`config.mk`:
```
export PLATFORM = sky130hd
export DESIGN_NAME = pcc_fifo
export DESIGN_NICKNAME = d
export VERILOG_FILES = /design/src/hdl/pcc_pkg.sv /design/src/hdl/pcc_fifo.sv
export VERILOG_INCLUDE_DIRS = /design/src /design/src/hdl
export SDC_FILE = /design/constraint.sdc
export NUM_CORES = 1
export LEC_CHECK = 0
export ABC_AREA = 1
export BUFFER_PORTS_ARGS = -buffer_cell sky130_fd_sc_hd__clkbuf_2
export CORE_MARGIN = 5
export CORE_UTILIZATION = 48
export CTS_BUF_LIST = sky130_fd_sc_hd__clkbuf_8
export CTS_CLUSTER_SIZE = 28
export DETAILED_ROUTE_END_ITERATION = 10
export HOLD_SLACK_MARGIN = 0.02
export PLACE_DENSITY = 0.7
export SYNTH_ARGS = -nofsm -noshare
export SYNTH_HDL_FRONTEND = slang
export SYNTH_SLANG_ARGS = --single-unit
```
`constraint.sdc`:
```
create_clock -name clk -period 10.3 [get_ports clk]
set_input_delay 0.515 -clock clk [delete_from_list [all_inputs] [get_ports clk]]
set_output_delay 0.515 -clock clk [all_outputs]
set_load 0.03 [all_outputs]
```
`src/hdl/pressure_correction_coefficients_assert.svh`:
```
// Assertion macros for the pressure-correction coefficient RTL, used by the queue.
`ifndef PRESSURE_CORRECTION_COEFFICIENTS_ASSERT_SVH
`define PRESSURE_CORRECTION_COEFFICIENTS_ASSERT_SVH
`ifndef SYNTH
// Property that must hold at every rising clock edge outside reset.
`define PCC_ASSERT(name, clk, rst_n, prop) \
    name: assert property (@(posedge clk) disable iff (!rst_n) prop) \
        else $error("pcc: property violated");
// Condition that must never be seen outside reset.
`define PCC_NEVER(name, clk, rst_n, cond) \
    name: assert property (@(posedge clk) disable iff (!rst_n) !(cond)) \
        else $error("pcc: forbidden condition seen");
`else
`define PCC_ASSERT(name, clk, rst_n, prop)
`define PCC_NEVER(name, clk, rst_n, cond)
`endif
`endif

```
`src/hdl/pcc_pkg.sv`:
```
// Shared types and constants of the pressure-correction coefficient block.
package pcc_pkg;

    localparam int IDX_W    = 10;
    localparam int VAL_W    = 32;
    localparam int CFG_W    = 31;
    localparam int GRID_W   = 11;
    localparam int QW       = 46;
    localparam int PW       = 77;
    localparam int COEF_W   = 31;
    localparam int SRC_W    = 32;
    localparam int DIFF_W   = 33;
    localparam int MAG_W    = 32;
    localparam int MU_W     = 63;
    localparam int SUM_W    = 64;
    localparam int DIV_LAT  = 32;
    localparam int SRC_STG  = 5;
    localparam int FIFO_DEPTH = 4;
    localparam int DEF_MAX_GRID = 1024;
    localparam int IN_W     = 280;
    localparam int OUT_W    = 192;
    localparam int NLANE    = 4;

    localparam int LANE_E = 0;
    localparam int LANE_W = 1;
    localparam int LANE_N = 2;
    localparam int LANE_S = 3;

    localparam logic [1:0] SETTLE_CYCLES = 2'd3;

    localparam logic [CFG_W-1:0]  DENSITY_RST = 31'd65536;
    localparam logic [CFG_W-1:0]  SIZE_RST    = 31'd65536;
    localparam logic [GRID_W-1:0] GRID_RST    = 11'd64;
    localparam logic [COEF_W-1:0] COEF_SAT    = {COEF_W{1'b1}};

    // Register map, word index on paddr[3:2].
    typedef enum logic [1:0] {
        REG_DENSITY     = 2'd0,
        REG_CELL_WIDTH  = 2'd1,
        REG_CELL_HEIGHT = 2'd2,
        REG_GRID_CELLS  = 2'd3
    } reg_idx_t;

    // Classified cell handed from the front end to the arithmetic back end.
    typedef struct packed {
        logic [NLANE-1:0]             keep;
        logic [NLANE-1:0][COEF_W-1:0] divisor;
        logic                         fault;
        logic signed [DIFF_W-1:0]     du;
        logic signed [DIFF_W-1:0]     dv;
    } pcc_item_t;

endpackage

```
`src/hdl/pcc_fifo.sv`:
```
// Short queue between the front end and the arithmetic back end.
module pcc_fifo
    import pcc_pkg::*;
#(
    parameter int DEPTH = FIFO_DEPTH
)
(
    input  logic      clk,
    input  logic      rst_n,
    input  logic      push,
    input  pcc_item_t wr_item,
    input  logic      pop,
    output pcc_item_t rd_item,
    output logic      full,
    output logic      empty
);

    `include "pressure_correction_coefficients_assert.svh"

    localparam int PTR_W = $clog2(DEPTH);
    localparam int CNT_W = $clog2(DEPTH + 1);

    pcc_item_t        mem [DEPTH];
    logic [PTR_W-1:0] wr_ptr_reg;
    logic [PTR_W-1:0] rd_ptr_reg;
    logic [CNT_W-1:0] count_reg;

    assign full    = count_reg == CNT_W'(DEPTH);
    assign empty   = count_reg == '0;
    assign rd_item = mem[rd_ptr_reg];

    // Pointers and fill count.
    always_ff @(posedge clk or negedge rst_n)
    begin
        if (!rst_n)
        begin
            wr_ptr_reg <= '0;
            rd_ptr_reg <= '0;
            count_reg  <= '0;
        end
        else
        begin
            if (push)
            begin
                wr_ptr_reg <= (wr_ptr_reg == PTR_W'(DEPTH - 1)) ? '0 : wr_ptr_reg + PTR_W'(1);
            end
            if (pop)
            begin
                rd_ptr_reg <= (rd_ptr_reg == PTR_W'(DEPTH - 1)) ? '0 : rd_ptr_reg + PTR_W'(1);
            end
            if (push && !pop)
            begin
                count_reg <= count_reg + CNT_W'(1);
            end
            else if (pop && !push)
            begin
                count_reg <= count_reg - CNT_W'(1);
            end
        end
    end

    // Storage.
    always_ff @(posedge clk)
    begin
        if (push)
        begin
            mem[wr_ptr_reg] <= wr_item;
        end
    end

    `PCC_NEVER(a_fifo_overflow, clk, rst_n, push && full)
    `PCC_NEVER(a_fifo_underflow, clk, rst_n, pop && empty)
    `PCC_ASSERT(a_fifo_fill, clk, rst_n, (push && !pop) |=> (count_reg == $past(count_reg) + CNT_W'(1)))

endmodule

```
==> reports/metrics.yaml <==
run_status:
  outcome: "complete, no violations"
cts:
  clockRootBuffer: "clkbuf_8"
  cts-root-to-sink-buffers: 3
  htree_num_levels: 4
  clock_pin_slew_on_the_worst_setup_and_hold_paths_ns: 0.06
  numCtsBuffers: 130
  cts_tree: "built"
  clock_insertion_delay_worst_skew_ns: 0.76
  clock_sink_count: 787
critical_path:
  timing.critical_path.to_type: "output port"
  crit_arrival_ns: 4.65
  last_element_of_the_critical_path: "rd_item[126]"
  reg2reg_depth: 3
  reg2reg_to: "rd_ptr_reg[1]"
  cp-start-kind: "flip-flop"
  path_class: "reg -> out"
  worstReg2RegStart: "rd_ptr_reg[1]"
  required_ns: 9.79
  critical_path.startpoint: "rd_ptr_reg[0]"
  path_max_fanout: 200
  rrSetupSlack_ns: 7.60
floorplanning:
  fp-row-count: 93
  die-height_um: 265
  core_um2: 64300
  die_width_um: 265
  initial_utilization_pct: 48.4
  io_pins: 396
  floorplan.die_area_um2: 70000
final_layout:
  synthToLayoutAreaGrowth_pct: 22.0
  layout.area.seq_um2: 23600
  area_of_the_multi_input_gates_um2: 5330
  largest_reg_flops: 780
  final_stage_net_count: 3145
  fillCellCount: 4910
  fraction_of_layout_cells_with_a_size_suffix_above_1_pct: 19.0
flow_run:
  max_cap_violations: 0
logic_synthesis:
  post_synth.cell_area_avg_um2: 13.4
  ys_ff_latch: 787
  synth-seq-area-share_pct: 75.8
  postSynthCellCount: 2327
  synthArstFlopShare_pct: 0.889
  netlist_top_cells_area: "edfxtp_1 (75%), o211ai_1 (9.4%), nand2_1 (7.2%)"
  synth_enable_flop_cells: 780
  top_count_cell_post_synth: "edfxtp_1"
  synth_largest_type_area_fraction_pct: 75.3
  count_of_yosys_warnings_during_synthesis: 0
  synthesis.nets: 2533
  synth_ff_type: "edfxtp_1"
  post_syn_area_um2: 31100
  post_synth_num_cell_types: 18
  synthDominantAreaCellType: "edfxtp_1"
  synthTopCellsByCount: "edfxtp_1 (780), nand2_1 (600), inv_1 (401)"
power:
  vdd_ir_drop_max_mv: 0.224
  power.share.sequential_pct: 40.3
  netSwitchingPower_w: 0.00428
  switching_share_pct: 40.4
  clock_power_share_pct: 23.1
  power.static_leakage_nw: 15.5
  comb_power_share_pct: 36.6
  cellPowerDensity_nw_per_um2: 279
  internal-power_w: 0.00632
timing:
  rsz0062_at_grt: "false"
  final.setup.worst_slack_ns: 5.13
  timing.setup.tns_ns: 0
  final.min_clock_period_ns: 5.17
  maxSlewHeadroom_pct: 17.6
  holdWs_ns: 0.136
  finalCritPeriodShare_pct: 50.2
  worst_slew_pin_slew_ns: 1.24
  timing_hold_violations_final: 0
  slew_violations: 0
  max_freq_ghz: 0.194
  finClkSkew_ns: 0.0321
  timing.final.setup_violations: 0
routing:
  first_iter_violations: 1244
  drt-vias-per-instance: 5.06
  vias: 19700
  drtAntennaViolNets: 0
  wire_per_inst_um: 17.8
  drc: 0
  drt_pass_1_iters: 5
  finalWirelength_mm: 69.1
global_routing:
  grt_antenna_before_repair: 8
  grt_pass1_wl_mm: 108
  largest_net_degree_at_the_start_of_global_routing: 201
  vias_in_the_first_global_route: 20300
  global_route.overflow_total: 0
  gr-usage-all-layers_pct: 19.6
placed_design:
  io_buffers: 395
  pre_cts_slack_ns: 6.01
  post-dp-hpwl_mm: 39.0
  finalWeightedCongestion: 0.775
min_path:
  timing.hold.worst_path_depth: 3
  hold_path.class: "in -> reg"
## cells in the final DEF (no fill, tap or decap), drive strengths merged
cell and count:
nor3 2, nand2 600, bufinv 2, xnor2 1, dlygate4sd3 197, ha 6, nor2 2, edfxtp 780
inv 454, clkbuf 526, nand4 1, clkinvlp 6, nand3 1, fa 1, diode 6, o211ai 390
dfrtp 7, clkinv 32, o21ai 4, buf 17
## per-stage QoR
step / total power (W) / instances / util [%] / area (µm²)
floorplan: 0.00709 / 2327 / - / 31100
global placement: 0.00810 / 3465 / 52.3 / 33700
detailed placement: 0.00819 / 3465 / 52.3 / 33700
CTS: 0.0107 / 3884 / 59.0 / 37900
global route: 0.0112 / 3888 / 59.0 / 37900
finish: 0.0106 / 3890 / 59.0 / 38000
## power groups by stage
| stage | Clock (W) | Sequential [W] | Combinational (W) |
|---|---|---|---|
| floorplan | 0 | 0.00435 | 0.00274 |
| global placement | 0 | 0.00432 | 0.00378 |
| detailed placement | 0 | 0.00434 | 0.00385 |
| CTS | 0.00252 | 0.00428 | 0.00392 |
| global route | 0.00268 | 0.00431 | 0.00421 |
| finish | 0.00244 | 0.00427 | 0.00388 |
## repair_timing
action,4_1_cts,5_1_grt
buffers inserted,0,0
hold endpoints to repair,789,0
resized for setup,0,0
hold buffers,197,0
## per-layer routing
metal | up-vias | global-route usage, % | part of all wire, %
met1 | 9520 | 23.7 | 40
met5 | - | 0 | 0.039
met4 | 4 | 7.90 | 3.2
li1 | 9415 | - | -
met2 | 588 | 33.7 | 50
met3 | 164 | 5.12 | 6.8
## final cells by class
type / instances / area share (%)
tap: 855 / 2.82
inverter: 403 / 4.10
multi-input combinational: 1008 / 14.1
sequential: 787 / 62.2
timing repair buffer: 609 / 10.7
clock buffer: 131 / 4.75
antenna: 6 / 0.0396
clock inverter: 91 / 1.31
## cells by family after synthesis
group	after synthesis	synth area share, %
flops	787	75.8
simple gates	606	7.33
fa+ha+maj	7	0.306
buf+inv	532	7.02
xor+xnor	1	0.0282
compound gates	394	9.47
## worst max-delay path, cell delays in order (launching register included)
cell	delay [ns]
dfrtp_1	0.46
inv_8	0.68
buf_4	0.87
buf_4	0.98
nand2_1	0.22
o211ai_1	0.18
nand2_1	0.11
clkbuf_2	0.21
## worst min path at each step
stage	startpoint	to	slack (ns)
finish	push	wr_ptr_reg[1]	0.14
floorplan	rst_n	count_reg[0]	0.22
detailed placement	rst_n	count_reg[0]	0.37
global placement	rst_n	count_reg[0]	0.36
CTS	push	wr_ptr_reg[1]	0.04
global route	push	wr_ptr_reg[1]	0.09
(Power assumes the default switching activity.)
