File: config.mk
export PLATFORM = sky130hd
export DESIGN_NAME = pcc_front
export DESIGN_NICKNAME = d
export VERILOG_FILES = /design/src/hdl/pressure_correction_coefficients_assert.svh /design/src/hdl/pcc_pkg.sv /design/src/hdl/pcc_front.sv
export SDC_FILE = /design/constraint.sdc
export NUM_CORES = 1
export LEC_CHECK = 0
export BUFFER_PORTS_ARGS = -buffer_cell sky130_fd_sc_hd__buf_2
export CAP_MARGIN = 10
export CORE_MARGIN = 2
export CORE_UTILIZATION = 35
export DETAILED_ROUTE_END_ITERATION = 7
export GPL_TIMING_DRIVEN = 1
export SYNTH_ARGS = -nofsm -noshare
export SYNTH_HDL_FRONTEND = slang
export SYNTH_SLANG_ARGS = --single-unit
File: constraint.sdc
create_clock -name clk -period 7.32 [get_ports clk]
set_clock_uncertainty 0.15 [all_clocks]
set_input_delay 0.732 -clock clk [delete_from_list [all_inputs] [get_ports clk]]
set_output_delay 0.732 -clock clk [all_outputs]
set_load 0.01 [all_outputs]
File: src/hdl/pressure_correction_coefficients_assert.svh
// Assertion macros for the pressure-correction coefficient RTL, used by the queue.
`ifndef PRESSURE_CORRECTION_COEFFICIENTS_ASSERT_SVH
`define PRESSURE_CORRECTION_COEFFICIENTS_ASSERT_SVH
`ifndef SYNTH
// Property that must hold at every rising clock edge outside reset.
`define PCC_ASSERT(name, clk, rst_n, prop) \
    name: assert property (@(posedge clk) disable iff (!rst_n) prop) \
        else $error("pcc: property violated");
// Condition that must never be seen outside reset.
`define PCC_NEVER(name, clk, rst_n, cond) \
    name: assert property (@(posedge clk) disable iff (!rst_n) !(cond)) \
        else $error("pcc: forbidden condition seen");
`else
`define PCC_ASSERT(name, clk, rst_n, prop)
`define PCC_NEVER(name, clk, rst_n, cond)
`endif
`endif

File: src/hdl/pcc_pkg.sv
// Shared types and constants of the pressure-correction coefficient block.
package pcc_pkg;

    localparam int IDX_W    = 10;
    localparam int VAL_W    = 32;
    localparam int CFG_W    = 31;
    localparam int GRID_W   = 11;
    localparam int QW       = 46;
    localparam int PW       = 77;
    localparam int COEF_W   = 31;
    localparam int SRC_W    = 32;
    localparam int DIFF_W   = 33;
    localparam int MAG_W    = 32;
    localparam int MU_W     = 63;
    localparam int SUM_W    = 64;
    localparam int DIV_LAT  = 32;
    localparam int SRC_STG  = 5;
    localparam int FIFO_DEPTH = 4;
    localparam int DEF_MAX_GRID = 1024;
    localparam int IN_W     = 280;
    localparam int OUT_W    = 192;
    localparam int NLANE    = 4;

    localparam int LANE_E = 0;
    localparam int LANE_W = 1;
    localparam int LANE_N = 2;
    localparam int LANE_S = 3;

    localparam logic [1:0] SETTLE_CYCLES = 2'd3;

    localparam logic [CFG_W-1:0]  DENSITY_RST = 31'd65536;
    localparam logic [CFG_W-1:0]  SIZE_RST    = 31'd65536;
    localparam logic [GRID_W-1:0] GRID_RST    = 11'd64;
    localparam logic [COEF_W-1:0] COEF_SAT    = {COEF_W{1'b1}};

    // Register map, word index on paddr[3:2].
    typedef enum logic [1:0] {
        REG_DENSITY     = 2'd0,
        REG_CELL_WIDTH  = 2'd1,
        REG_CELL_HEIGHT = 2'd2,
        REG_GRID_CELLS  = 2'd3
    } reg_idx_t;

    // Classified cell handed from the front end to the arithmetic back end.
    typedef struct packed {
        logic [NLANE-1:0]             keep;
        logic [NLANE-1:0][COEF_W-1:0] divisor;
        logic                         fault;
        logic signed [DIFF_W-1:0]     du;
        logic signed [DIFF_W-1:0]     dv;
    } pcc_item_t;

endpackage

File: src/hdl/pcc_front.sv
// Front end: takes input words, finds boundary links and classifies diagonals.
module pcc_front
    import pcc_pkg::*;
#(
    parameter int MAX_GRID = DEF_MAX_GRID
)
(
    input  logic              clk,
    input  logic              rst_n,
    input  logic              s_tvalid,
    output logic              s_tready,
    input  logic [IN_W-1:0]   s_tdata,
    input  logic [GRID_W-1:0] grid_cells,
    input  logic              cfg_ready,
    input  logic              fifo_full,
    output logic              push,
    output pcc_item_t         item
);

    localparam int NW = $clog2(MAX_GRID + 1);
    localparam int CW = (NW > GRID_W) ? NW : GRID_W;
    localparam int PAY_W = IDX_W * 2 + VAL_W * 8;

    logic              f_valid_reg;
    logic [PAY_W-1:0]  f_data_reg;
    logic              accept;

    logic [IDX_W-1:0]  col;
    logic [IDX_W-1:0]  row;
    logic [VAL_W-1:0]  ap [NLANE];
    logic [VAL_W-1:0]  u_here;
    logic [VAL_W-1:0]  u_west;
    logic [VAL_W-1:0]  v_here;
    logic [VAL_W-1:0]  v_south;
    logic [CW-1:0]     gc_ext;
    logic [CW-1:0]     n_cells;
    logic [CW:0]       col_p1;
    logic [CW:0]       row_p1;
    logic [NLANE-1:0]  used;
    logic [NLANE-1:0]  pos;
    logic signed [DIFF_W-1:0] u_w_ext;
    logic signed [DIFF_W-1:0] u_e_ext;
    logic signed [DIFF_W-1:0] v_s_ext;
    logic signed [DIFF_W-1:0] v_n_ext;

    // Input handshake: one holding register ahead of the queue.
    assign accept   = s_tvalid && s_tready;
    assign push     = f_valid_reg && !fifo_full;
    assign s_tready = cfg_ready && (!f_valid_reg || !fifo_full);

    always_ff @(posedge clk or negedge rst_n)
    begin
        if (!rst_n)
        begin
            f_valid_reg <= 1'b0;
        end
        else if (accept)
        begin
            f_valid_reg <= 1'b1;
        end
        else if (push)
        begin
            f_valid_reg <= 1'b0;
        end
    end

    always_ff @(posedge clk)
    begin
        if (accept)
        begin
            f_data_reg <= s_tdata[PAY_W-1:0];
        end
    end

    // Field unpacking.
    assign col      = f_data_reg[9:0];
    assign row      = f_data_reg[19:10];
    assign ap[LANE_E] = f_data_reg[51:20];
    assign ap[LANE_W] = f_data_reg[83:52];
    assign ap[LANE_N] = f_data_reg[115:84];
    assign ap[LANE_S] = f_data_reg[147:116];
    assign u_here   = f_data_reg[179:148];
    assign u_west   = f_data_reg[211:180];
    assign v_here   = f_data_reg[243:212];
    assign v_south  = f_data_reg[275:244];

    // Grid size clamped to the largest supported grid.
    assign gc_ext  = CW'(grid_cells);
    assign n_cells = (gc_ext > CW'(MAX_GRID)) ? CW'(MAX_GRID) : gc_ext;
    assign col_p1  = (CW + 1)'(col) + (CW + 1)'(1);
    assign row_p1  = (CW + 1)'(row) + (CW + 1)'(1);

    // A link exists only where the neighbor cell lies inside the grid.
    assign used[LANE_E] = col_p1 < {1'b0, n_cells};
    assign used[LANE_W] = col != '0;
    assign used[LANE_N] = row_p1 < {1'b0, n_cells};
    assign used[LANE_S] = row != '0;

    // A usable diagonal is strictly positive.
    always_comb
    begin
        for (int i = 0; i < NLANE; i++)
        begin
            pos[i] = !ap[i][VAL_W-1] && (ap[i] != '0);
        end
    end

    for (genvar i = 0; i < NLANE; i++)
    begin : g_divisor
        assign item.divisor[i] = ap[i][COEF_W-1:0];
    end

    assign item.keep  = used & pos;
    assign item.fault = |(used & ~pos);

    // Velocity differences with boundary faces taken as zero.
    assign u_w_ext = used[LANE_W] ? $signed({u_west[VAL_W-1], u_west}) : '0;
    assign u_e_ext = used[LANE_E] ? $signed({u_here[VAL_W-1], u_here}) : '0;
    assign v_s_ext = used[LANE_S] ? $signed({v_south[VAL_W-1], v_south}) : '0;
    assign v_n_ext = used[LANE_N] ? $signed({v_here[VAL_W-1], v_here}) : '0;
    assign item.du = u_w_ext - u_e_ext;
    assign item.dv = v_s_ext - v_n_ext;

endmodule

==> results of run 1 <==
==> worst register-to-register path, delay by kind of cell (launching register included) <==
family,cells,cell delay (ns)
and+or+nand+nor,3,0.38
buffers and inverters,2,1.25
DFF,1,0.37
==> synth_stat cells, drive strengths merged, types with 14 or more instances <==
library cell | n | share of area [%]
edfxtp | 276 | 57
buf | 124 | 6.4
nand2 | 123 | 3.2
ha | 86 | 7.4
and2 | 70 | 3.0
a21oi | 60 | 2.1
nor2 | 50 | 1.3
o21ai | 43 | 1.5
xnor2 | 43 | 2.6
nor4 | 38 | 1.6
inv | 37 | 0.96
a21o | 31 | 1.6
clkbuf | 24 | 0.62
nand4 | 23 | 0.99
xor2 | 21 | 1.3
nand3 | 19 | 0.66
nor2b | 14 | 0.60
==> what timing repair did <==
item	4_1_cts	5_1_grt
setup buffers	0	0
setup endpoints to repair	0	3
endpoints found under the hold margin	1	0
hold buffers	1	0
resized for setup	0	2
==> cell families (layout without fill, tap and decap cells) <==
group | Yosys count | after routing
xor+xnor | 64 | 64
simple gates | 379 | 379
fa+ha+maj | 88 | 88
flops | 277 | 277
mux | 3 | 3
compound gates | 211 | 211
other cells | 0 | 13
buf+inv | 185 | 590
==> layout make-up <==
cell class | instances | area [µm²]
sequential | 277 | 8313
timing repair buffer | 495 | 2522
multi-input combinational | 745 | 5066
fill | 3842 | 23050
tap | 532 | 665.6
clock inverter | 20 | 171.4
clock buffer | 38 | 865.8
inverter | 37 | 146.4
antenna | 13 | 32.53
==> path summary, 6_finish.rpt <==
path / startpoint / to / slack, ns / cells past startpoint
max: f_data_reg[0] / item[63] / 0.54 / 22
min: s_tdata[49] / f_data_reg[49] / 0.21 / 1
max reg2reg: f_valid_reg / f_data_reg[249] / 4.43 / 5
min reg2reg: f_valid_reg / f_valid_reg / 0.35 / 2
max in group asynchronous: rst_n / f_valid_reg / 6.59 / 2
min in group asynchronous: rst_n / f_valid_reg / 0.34 / 2
==> per-layer routing <==
metal / up-vias / track usage (%) / routed length [µm]
li1: 5098 / - / -
met1: 5140 / 21.74 / 16260
met2: 416 / 30.82 / 19590
met3: 62 / 5.144 / 3004
met4: 6 / 7.044 / 1007
met5: - / 0 / 36
==> power groups by stage <==
stage	Clock [mW]	Sequential, mW	Combinational [mW]
floorplan	0	1.91	0.484
global placement	0	1.90	0.753
detailed placement	0	1.90	0.761
CTS	1.64	1.87	0.765
global route	1.70	1.87	0.841
finish	1.59	1.87	0.761
==> stage by stage <==
step,hold slack (ns),setup WS [ns],power (mW),utilization (%),area [µm²]
floorplan,0.2864,0.1451,2.390,-,14490
global placement,0.3096,0.9924,2.652,40.87,16690
detailed placement,0.3362,0.9550,2.659,40.87,16690
CTS,0.1710,0.3523,4.272,43.44,17740
global route,0.1782,0.06907,4.412,43.55,17780
finish,0.2068,0.5367,4.220,43.55,17780
==> results.md, run 1 <==
* Port bufs at 488
* Setup TNS at 0 ns
* Setup Crit Path Kind: reg -> out
* Post-Place Cells at 2085
* Post-synthesis adder-cell area fraction at 7.700%
* Wire length per cell at 18.49 µm
* CORE AREA at 40830 µm²
* Mapped Cells at 1207
* Internal at 3.083 mW
* ANT nets after route at 0
* Tmin final at 6.783 ns
* Unrepaired setup endpoints after global routing: no
* DIE AREA at 43050 µm²
* Sequential area share after synthesis at 57.35%
* Cell Count, Final, Fillers Out at 2157
* Worst min path class: in -> reg
* GRT overflow at 0
* LEAKAGE at 7.391 nW
* Fmax at 0.1474 GHz
* Final hold viol count at 0
* Clock slew at reported path FFs at 0.06 ns
* Max-slew violations at 0
* GPL Wtd Cong at 0.8369
* Final period utilization at 92.67%
* Largest net degree at the start of global routing at 179
* Initial antenna violation count at 15
* Worst EP required at 6.44 ns
* CP max stage delay at 0.42 ns
* Initial Utilization at 35.50%
* Longest Clk Path Bufs at 3
* Yosys Warn Count at 0
* Number of global-route vias before repair at 10880
* Critical path buffers and inverters at 3
* Startpoint Class: register
* Final wirelength at 39890 µm
* Synth Net Count at 1591
* DRC at 0
* Async SR Flop Fraction at 0.3610%
* Post-synthesis instance area at 14490 µm²
* Synth Flop Type: edfxtp_1
* Commonest non-fill, non-tap cell in the layout: buf_2
* Share of layout cells above drive strength 1 at 34.24%
* Fin nets at 1974
* TritonCTS clock tree: yes
* Vias after detailed routing at 10720
* Combinational share of power at 18.0%
* CTS sink count at 277
* Synth Area in Simple Gates at 13.16%
* Slew headroom at 24.29%
* Vias/cell at 4.971
* Total GRT Usage at 18.14%
* Multiplexer share of the synthesized area at 0.2158%
* Slowest cell on the critical path: edfxtp_1
* Status: complete, no violations
* Clock power frac at 37.7%
* Worst EP arrival at 5.90 ns
* Die Wd at 207.5 µm
* P_sw at 1.137 mW
* Final setup viols at 0
* 1st-iter DRT viols at 535
* Max reg flops at 276
* Io pins at 493
* CTS Buf Count at 34
* DR pass1 iterations at 5
* Clock root buffer: clkbuf_16
* Most used cell, CP: ha_1
* Peak VDD IR at 0.2207 mV
* Switching Share at 26.95%
* Max-cap violations at 0
* Largest family of logic cells by synthesized area: simple AND/OR/NAND/NOR gates
* PwrDens at 237.3 nW/µm²
* Area growth from synthesis to layout at 22.70%
* XOR/XNOR share of the synthesized area at 3.867%
* First-pass GRT wire length at 61290 µm
* Number of synthesized register bits at 277
* Worst slew pin tran at 1.136 ns
* Crit end category: output pin
* Rows at 74
* Dpl hpwl at 30740 µm
* Delay-heaviest family, CP: compound AO/OA/AOI/OAI gates
* Avg Cell Area, Syn at 12.01 µm²
* Worst-path maximum fanout at 17
* Latest clock arrival within the worst-skew pair at 0.54 ns
* Most frequent cells in the layout: 488 x buf_2, 276 x edfxtp_1, 123 x nand2_1
* EDFF count, synth at 276
* CP Cell Sequence: ha_1 -> inv_1 -> or3_1 -> nor2_1 -> xor2_1 -> ha_1 -> a21o_1 -> a21o_1 -> a2111oi_4 -> buf_4 -> and2_1 -> ha_1 -> fa_1 -> nand2b_1 -> a21oi_1 -> o31a_1 -> o31a_1 -> o2111ai_1 -> a21oi_1 -> o41ai_2 -> xnor2_1 -> buf_2
* Complex-gate fraction of the synthesized area at 9.703%
* H-tree lvl count at 2
* Flop pwr share at 44.3%
* Die Y at 207.5 µm
* Count of cell types in the netlist at 59
(Power assumes the default switching activity.)
==> inputs of run 2 (changes only) <==
- clock period: 7.32 -> 5.76 ns (I/O delays scaled with it)
==> run 2 against run 1 <==
Against the previous run:
- the run now ends with setup timing left
- core utilization grew 13 points
- routed wire length grew 18%
- cell count is 18% higher
- non-clock buffer count is 391 higher
- cell area increased by 29%
- sequential power is 27% higher
- die area stayed put
- flip-flop and latch count stayed put
- register-to-register slack lost 1.1 ns
- via count up 17%
- combinational power up 93%
==> results.md, run 2 (synthesized netlist as in run 1, its figures left out) <==
* Peak VDD IR at 0.2335 mV (+5.8%)
* M1 WL at 18690 µm (+15%)
* Final hold viol count at 0 (unchanged)
* DR top layer: met4
* H-tree lvl count at 1 (-1)
* LEAKAGE at 9.372 nW (+27%)
* GPL Wtd Cong at 0.8621 (+3.0%)
* First-pass GRT wire length at 71460 µm (+17%)
* Vias/cell at 4.923 (-0.97%)
* Combinational share of power at 25.1% (+7.1 points)
* Setup Crit Path Kind: reg -> out
* 1st-iter DRT viols at 773 (+44%)
* Flop pwr share at 40.5% (-3.8 points)
* DR WL met3 at 3265 µm (+8.7%)
* Worst EP required at 5.03 ns (-1.41 ns)
* Area growth from synthesis to layout at 57.95%
* Largest net degree at the start of global routing at 139 (-22%)
* Max reg flops at 276 (unchanged)
* Worst slew pin tran at 0.8523 ns (-0.2834 ns)
* Post-route setup slack at -0.3100 ns (-0.8467 ns)
* Total GRT Usage at 20.79% (+2.7 points)
* Initial Utilization at 35.50% (unchanged)
* Die Wd at 207.5 µm (unchanged)
* Cell Count, Final, Fillers Out at 2544 (+18%)
* Latest clock arrival within the worst-skew pair at 0.59 ns (+0.05 ns)
* Fmax at 0.1647 GHz
* CTS Buf Count at 31 (-8.8%)
* Startpoint Class: register
* Slowest cell on the critical path: a221oi_4
* Max-cap violations at 0 (unchanged)
* Dpl hpwl at 31080 µm (+1.1%)
* Tmin final at 6.070 ns
* Final wirelength at 47230 µm (+18%)
* ANT nets after route at 0 (unchanged)
* Switching Share at 27.18% (+0.23 points)
* Worst min path class: in -> reg
* Initial antenna violation count at 7 (-8)
* Clock slew at reported path FFs at 0.06 ns (about the same)
* TritonCTS clock tree: yes
* WL met2 at 23960 µm (+22%)
* DRC at 0 (unchanged)
* Most frequent cells in the layout: 486 x buf_2, 276 x edfxtp_1, 269 x dlygate4sd3_1
* CORE AREA at 40830 µm² (unchanged)
* Worst EP arrival at 5.34 ns (-0.56 ns)
* Commonest non-fill, non-tap cell in the layout: buf_2
* Port bufs at 488 (unchanged)
* Failing checks: setup timing
* DIE AREA at 43050 µm² (unchanged)
* Clock root buffer: clkbuf_16
* Final period utilization at 105.4%
* Worst Hold Margin at 0.02928 ns (-0.1775 ns)
* Internal at 4.277 mW (+39%)
* P_sw at 1.596 mW (+40%)
* Vias after detailed routing at 12520 (+17%)
* Clock power frac at 34.4% (-3.3 points)
* Slew headroom at 43.18% (+19 points)
* Final setup viols at 29 (+29)
* Post-Place Cells at 2141 (+2.7%)
* Status: finished with violations
* Power, Total at 5.873 mW (+39%)
* DR pass1 iterations at 5 (unchanged)
* Worst-path maximum fanout at 6 (-11)
* Longest Clk Path Bufs at 3 (unchanged)
* Io pins at 493 (unchanged)
* PwrDens at 256.5 nW/µm² (+8.1%)
* Crit end category: output pin
* Max-slew violations at 0 (unchanged)
* Die Y at 207.5 µm (unchanged)
* Rows at 74 (unchanged)
* Fin nets at 2362 (+20%)
* Number of global-route vias before repair at 13250 (+22%)
* Wire length per cell at 18.57 µm (+0.39%)
* Share of layout cells above drive strength 1 at 42.84% (+8.6 points)
* CP max stage delay at 0.39 ns (-0.03 ns)
* Unrepaired setup endpoints after global routing: yes
* CTS sink count at 277 (unchanged)
* GRT overflow at 0 (unchanged)
## run 2: cell count changes in the layout (fill, tap and decap cells not counted), moves of 12 or more
cell,before,now
o21ai_2,0,14
nand2_1,123,100
buf_6,0,22
ha_4,0,37
buf_4,4,98
ha_1,86,43
nor2_1,50,37
o21ai_0,25,13
a21oi_2,0,28
dlygate4sd3_1,1,269
nand2_2,0,16
a21oi_1,60,28
## run 2: routing by layer
metal	vias up	track usage, %
li1	5889	-
met1	6056	24.98
met2	488	36.66
met3	90	4.902
met4	0	6.724
met5	-	0
## run 2: cell type report
cell class,count,area (µm²)
inverters,37,142.6
well taps,532,665.6
clock buffers,46,852.1
multi-input cells,745,6372
diodes,9,22.52
fillers,3273,17940
repair buffers,886,6354
clock inverters,12,171.4
flip-flops and latches,277,8313
## run 2: power by group through the flow
stage / combinational [mW] / sequential, mW / clock [mW]
floorplan: 0.616 / 2.41 / 0
global placement: 1.01 / 2.41 / 0
detailed placement: 1.02 / 2.41 / 0
CTS: 1.36 / 2.37 / 2.05
global route: 1.59 / 2.38 / 2.13
finish: 1.47 / 2.38 / 2.02
## run 2: final timing paths
kind,slack [ns],to,depth (start not counted),startpoint
hold / removal,0.03,f_data_reg[240],1,s_tdata[240]
min in group asynchronous,0.20,f_valid_reg,2,rst_n
setup / recovery,-0.31,item[31],25,f_data_reg[10]
hold reg to reg,0.39,f_valid_reg,2,f_valid_reg
max in group asynchronous,5.17,f_valid_reg,2,rst_n
setup reg to reg,3.33,f_data_reg[156],5,f_valid_reg
## run 2: per-stage QoR
| stage | area, µm² | setup TNS [ns] | setup slack [ns] | utilization, % |
|---|---|---|---|---|
| 3_3_place_gp | 17130 | 0 | 0.003248 | 41.95 |
| 4_1_cts | 22170 | -5.726 | -0.4038 | 54.29 |
| 5_1_grt | 22890 | -15.07 | -0.6277 | 56.06 |
| 3_5_place_dp | 17130 | -0.1973 | -0.08578 | 41.95 |
| 6_report | 22890 | -3.478 | -0.3100 | 56.07 |
| 2_1_floorplan | 14500 | 0 | 0.08521 | - |
## run 2: worst max-delay path, delay by kind of cell (launching register included)
kind	cells	cell delay (ns)
xor gates and xnor gates	2	0.31
AOI/OAI and AO/OA	9	2.22
DFF	1	0.37
and+or+nand+nor	7	0.75
buffers and inverters	4	0.50
adders and majority gates	3	0.60
## run 2: what timing repair did
| action | CTS | global route |
|---|---|---|
| hold buffers | 269 | 0 |
| setup buffers | 39 | 28 |
| resized for setup | 176 | 111 |
| hold endpoints to repair | 269 | 0 |
| pin swaps | 80 | 97 |
| endpoints found under the setup margin | 46 | 50 |
| cloned | 5 | 0 |
==> inputs of run 3 (changes only) <==
--- a/config.mk
+++ b/config.mk
@@ -13,2 +13,3 @@
 export GPL_TIMING_DRIVEN = 1
+export RECOVER_POWER = 25
 export SYNTH_ARGS = -nofsm -noshare
==> constraint.sdc (replaced) <==
create_clock -name clk -period 5.76 [get_ports clk]
set_clock_uncertainty 0.15 [all_clocks]
set_input_delay 0.864 -clock clk [delete_from_list [all_inputs] [get_ports clk]]
set_output_delay 0.864 -clock clk [all_outputs]
set_load 0.01 [all_outputs]
==> run 3 against run 2 <==
Against the previous run:
- the flow still finishes with violations (setup timing)
- cell area is 6.5% lower
- setup slack worse by 0.33 ns
- clock power is 16% higher
- die area stayed put
- global-route usage is 0.17 points lower
- sequential share of layout area is 2.5 points higher
- cell count is 5.9% lower
- clock-buffer cell count is 5 lower
- critical endpoint is now item[61]
- largest cell class unchanged
==> results.md, run 3 (synthesized netlist as in run 1, its figures left out) <==
* Vias/cell at 4.967 (+0.90%)
* DIE AREA at 43050 µm² (unchanged)
* First-pass GRT wire length at 68900 µm (-3.6%)
* Initial Utilization at 35.50% (unchanged)
* Post-Place Cells at 2266 (+5.8%)
* Share of layout cells above drive strength 1 at 53.52% (+11 points)
* DR pass1 iterations at 6 (+1)
* Initial antenna violation count at 24 (+17)
* Final wirelength at 46550 µm (-1.5%)
* CP max stage delay at 0.45 ns (+0.06 ns)
* Worst Hold Margin at 0.3298 ns (+0.3005 ns)
* Final setup viols at 48 (+66%)
* Latest clock arrival within the worst-skew pair at 0.56 ns (-0.03 ns)
* Vias after detailed routing at 11890 (-5.0%)
* Setup Crit Path Kind: reg -> out
* CTS sink count at 277 (unchanged)
* DRC at 0 (unchanged)
* Slowest cell on the critical path: a2111oi_4
* Post-DP Area at 18090 µm² (+5.6%)
* Wire length per cell at 19.44 µm (+4.7%)
* Port bufs at 488 (unchanged)
* TritonCTS clock tree: yes
* Most used cell, CP: a21o_1
* Total GRT Usage at 20.62% (-0.17 points)
* Peak VDD IR at 0.2500 mV (+7.1%)
* Crit end category: output pin
* Worst-path maximum fanout at 6 (unchanged)
* CORE AREA at 40830 µm² (unchanged)
* Clock root buffer: clkbuf_16
* H-tree lvl count at 2 (+1)
* Dpl hpwl at 34260 µm (+10%)
* Final hold viol count at 0 (unchanged)
* CP Cell Sequence: ha_2 -> inv_2 -> or3_4 -> nor2_4 -> xor2_1 -> ha_1 -> a21o_1 -> a21o_1 -> a2111oi_4 -> clkbuf_16 -> buf_8 -> nand2_1 -> ha_4 -> a21o_1 -> a21oi_2 -> o21ai_2 -> o41ai_2 -> buf_4 -> nor2b_4 -> a21oi_4 -> or2_1 -> o211ai_1 -> buf_2
* Startpoint Class: register
* Max-slew violations at 0 (unchanged)
* Worst min path class: in -> reg
* Worst EP arrival at 5.39 ns (+0.05 ns)
* CTS Buf Count at 35 (+13%)
* Fin nets at 2209 (-6.5%)
* Final instance area at 21400 µm² (-6.5%)
* ANT nets after route at 0 (unchanged)
* Rows at 74 (unchanged)
* Util after Layout at 52.42% (-3.6 points)
* Filler Cell Count at 3528 (+7.8%)
* Cell Count, Final, Fillers Out at 2394 (-5.9%)
* Fmax at 0.1562 GHz (-5.2%)
* Final period utilization at 111.1% (+5.7 points)
* Worst slew pin tran at 1.106 ns (+0.2539 ns)
* GRT overflow at 0 (unchanged)
* GPL Wtd Cong at 0.8914 (+3.4%)
* Longest Clk Path Bufs at 3 (unchanged)
* Commonest non-fill, non-tap cell in the layout: buf_2
* 1st-iter DRT viols at 679 (-12%)
* Die Y at 207.5 µm (unchanged)
* Tmin final at 6.401 ns (+0.3311 ns)
* Number of global-route vias before repair at 12180 (-8.1%)
* R2R Setup Slk at 2.91 ns (-0.42 ns)
* Most frequent cells in the layout: 480 x buf_2, 276 x edfxtp_1, 198 x buf_4
* Post-route setup slack at -0.6410 ns (-0.3311 ns)
* Die Wd at 207.5 µm (unchanged)
* Status: finished with violations
* Max-cap violations at 0 (unchanged)
* Unrepaired setup endpoints after global routing: yes
* Area growth from synthesis to layout at 47.68%
* PwrDens at 288.7 nW/µm² (+13%)
* Io pins at 493 (unchanged)
* LEAKAGE at 8.974 nW (-4.2%)
* Failing checks: setup timing
* Largest net degree at the start of global routing at 143 (+2.9%)
* Worst EP required at 4.75 ns (-0.28 ns)
* Max reg flops at 276 (unchanged)
* Clock slew at reported path FFs at 0.06 ns (about the same)
* Slew headroom at 26.10% (-17 points)
[run 3: power breakdown]
| part | total [mW] | internal, mW | switching [mW] |
|---|---|---|---|
| Clock | 2.34 | 1.44 | 0.900 |
| Sequential | 2.37 | 2.33 | 0.0416 |
| Combinational | 1.46 | 0.721 | 0.742 |
[run 3: metal layers]
layer  part of all wire (%)  vias to the layer above  global-route usage, %
met1                     38                     5787                  23.59
li1                       -                     5572                      -
met2                     52                      429                  36.61
met3                    6.4                       97                  4.962
met5                  0.073                        -                      0
met4                    3.4                        6                  8.941
[run 3: worst paths after layout]
path / from / endpoint / cells after the start
setup reg to reg: f_valid_reg / f_data_reg[20] / 5
setup / recovery: f_data_reg[0] / item[61] / 23
hold / removal: s_tdata[100] / f_data_reg[100] / 1
max in group asynchronous: rst_n / f_valid_reg / 2
min in group asynchronous: rst_n / f_valid_reg / 2
hold reg to reg: f_valid_reg / f_valid_reg / 2
[run 3: timing repair]
item | in CTS | in global routing
pin swaps | 116 | 99
buffers inserted | 25 | 34
gates cloned | 2 | 0
endpoints found under the setup margin | 51 | 56
resized for setup | 190 | 127
endpoints found under the hold margin | 1 | 0
hold buffers | 1 | 0
[run 3: area by class of cell]
cell class | instances | area (µm²) | area share (%)
well taps | 532 | 665.6 | 3.110
repair buffers | 729 | 4526 | 21.14
flip-flops and latches | 277 | 8313 | 38.84
multi-input cells | 745 | 6502 | 30.38
diodes | 14 | 35.03 | 0.1637
clock inverters | 19 | 321.6 | 1.502
inverters | 37 | 142.6 | 0.6664
clock buffers | 41 | 898.4 | 4.197
[run 3: critical path, delay by kind of cell (launching register included)]
family	cells	cell delay [ns]
adders and majority gates	3	0.69
DFF	1	0.36
AOI/OAI and AO/OA	9	1.88
xor gates and xnor gates	1	0.16
buffers and inverters	5	0.74
and+or+nand+nor	5	0.95
[run 3: stage by stage]
stage	total power, mW	setup TNS [ns]	setup WS (ns)
finish	6.179	-17.43	-0.6410
global route	6.422	-31.40	-0.9050
CTS	6.093	-16.58	-0.6393
detailed placement	3.550	-7.681	-0.5236
global placement	3.537	-5.244	-0.4510
floorplan	3.036	-3.258	-0.01180
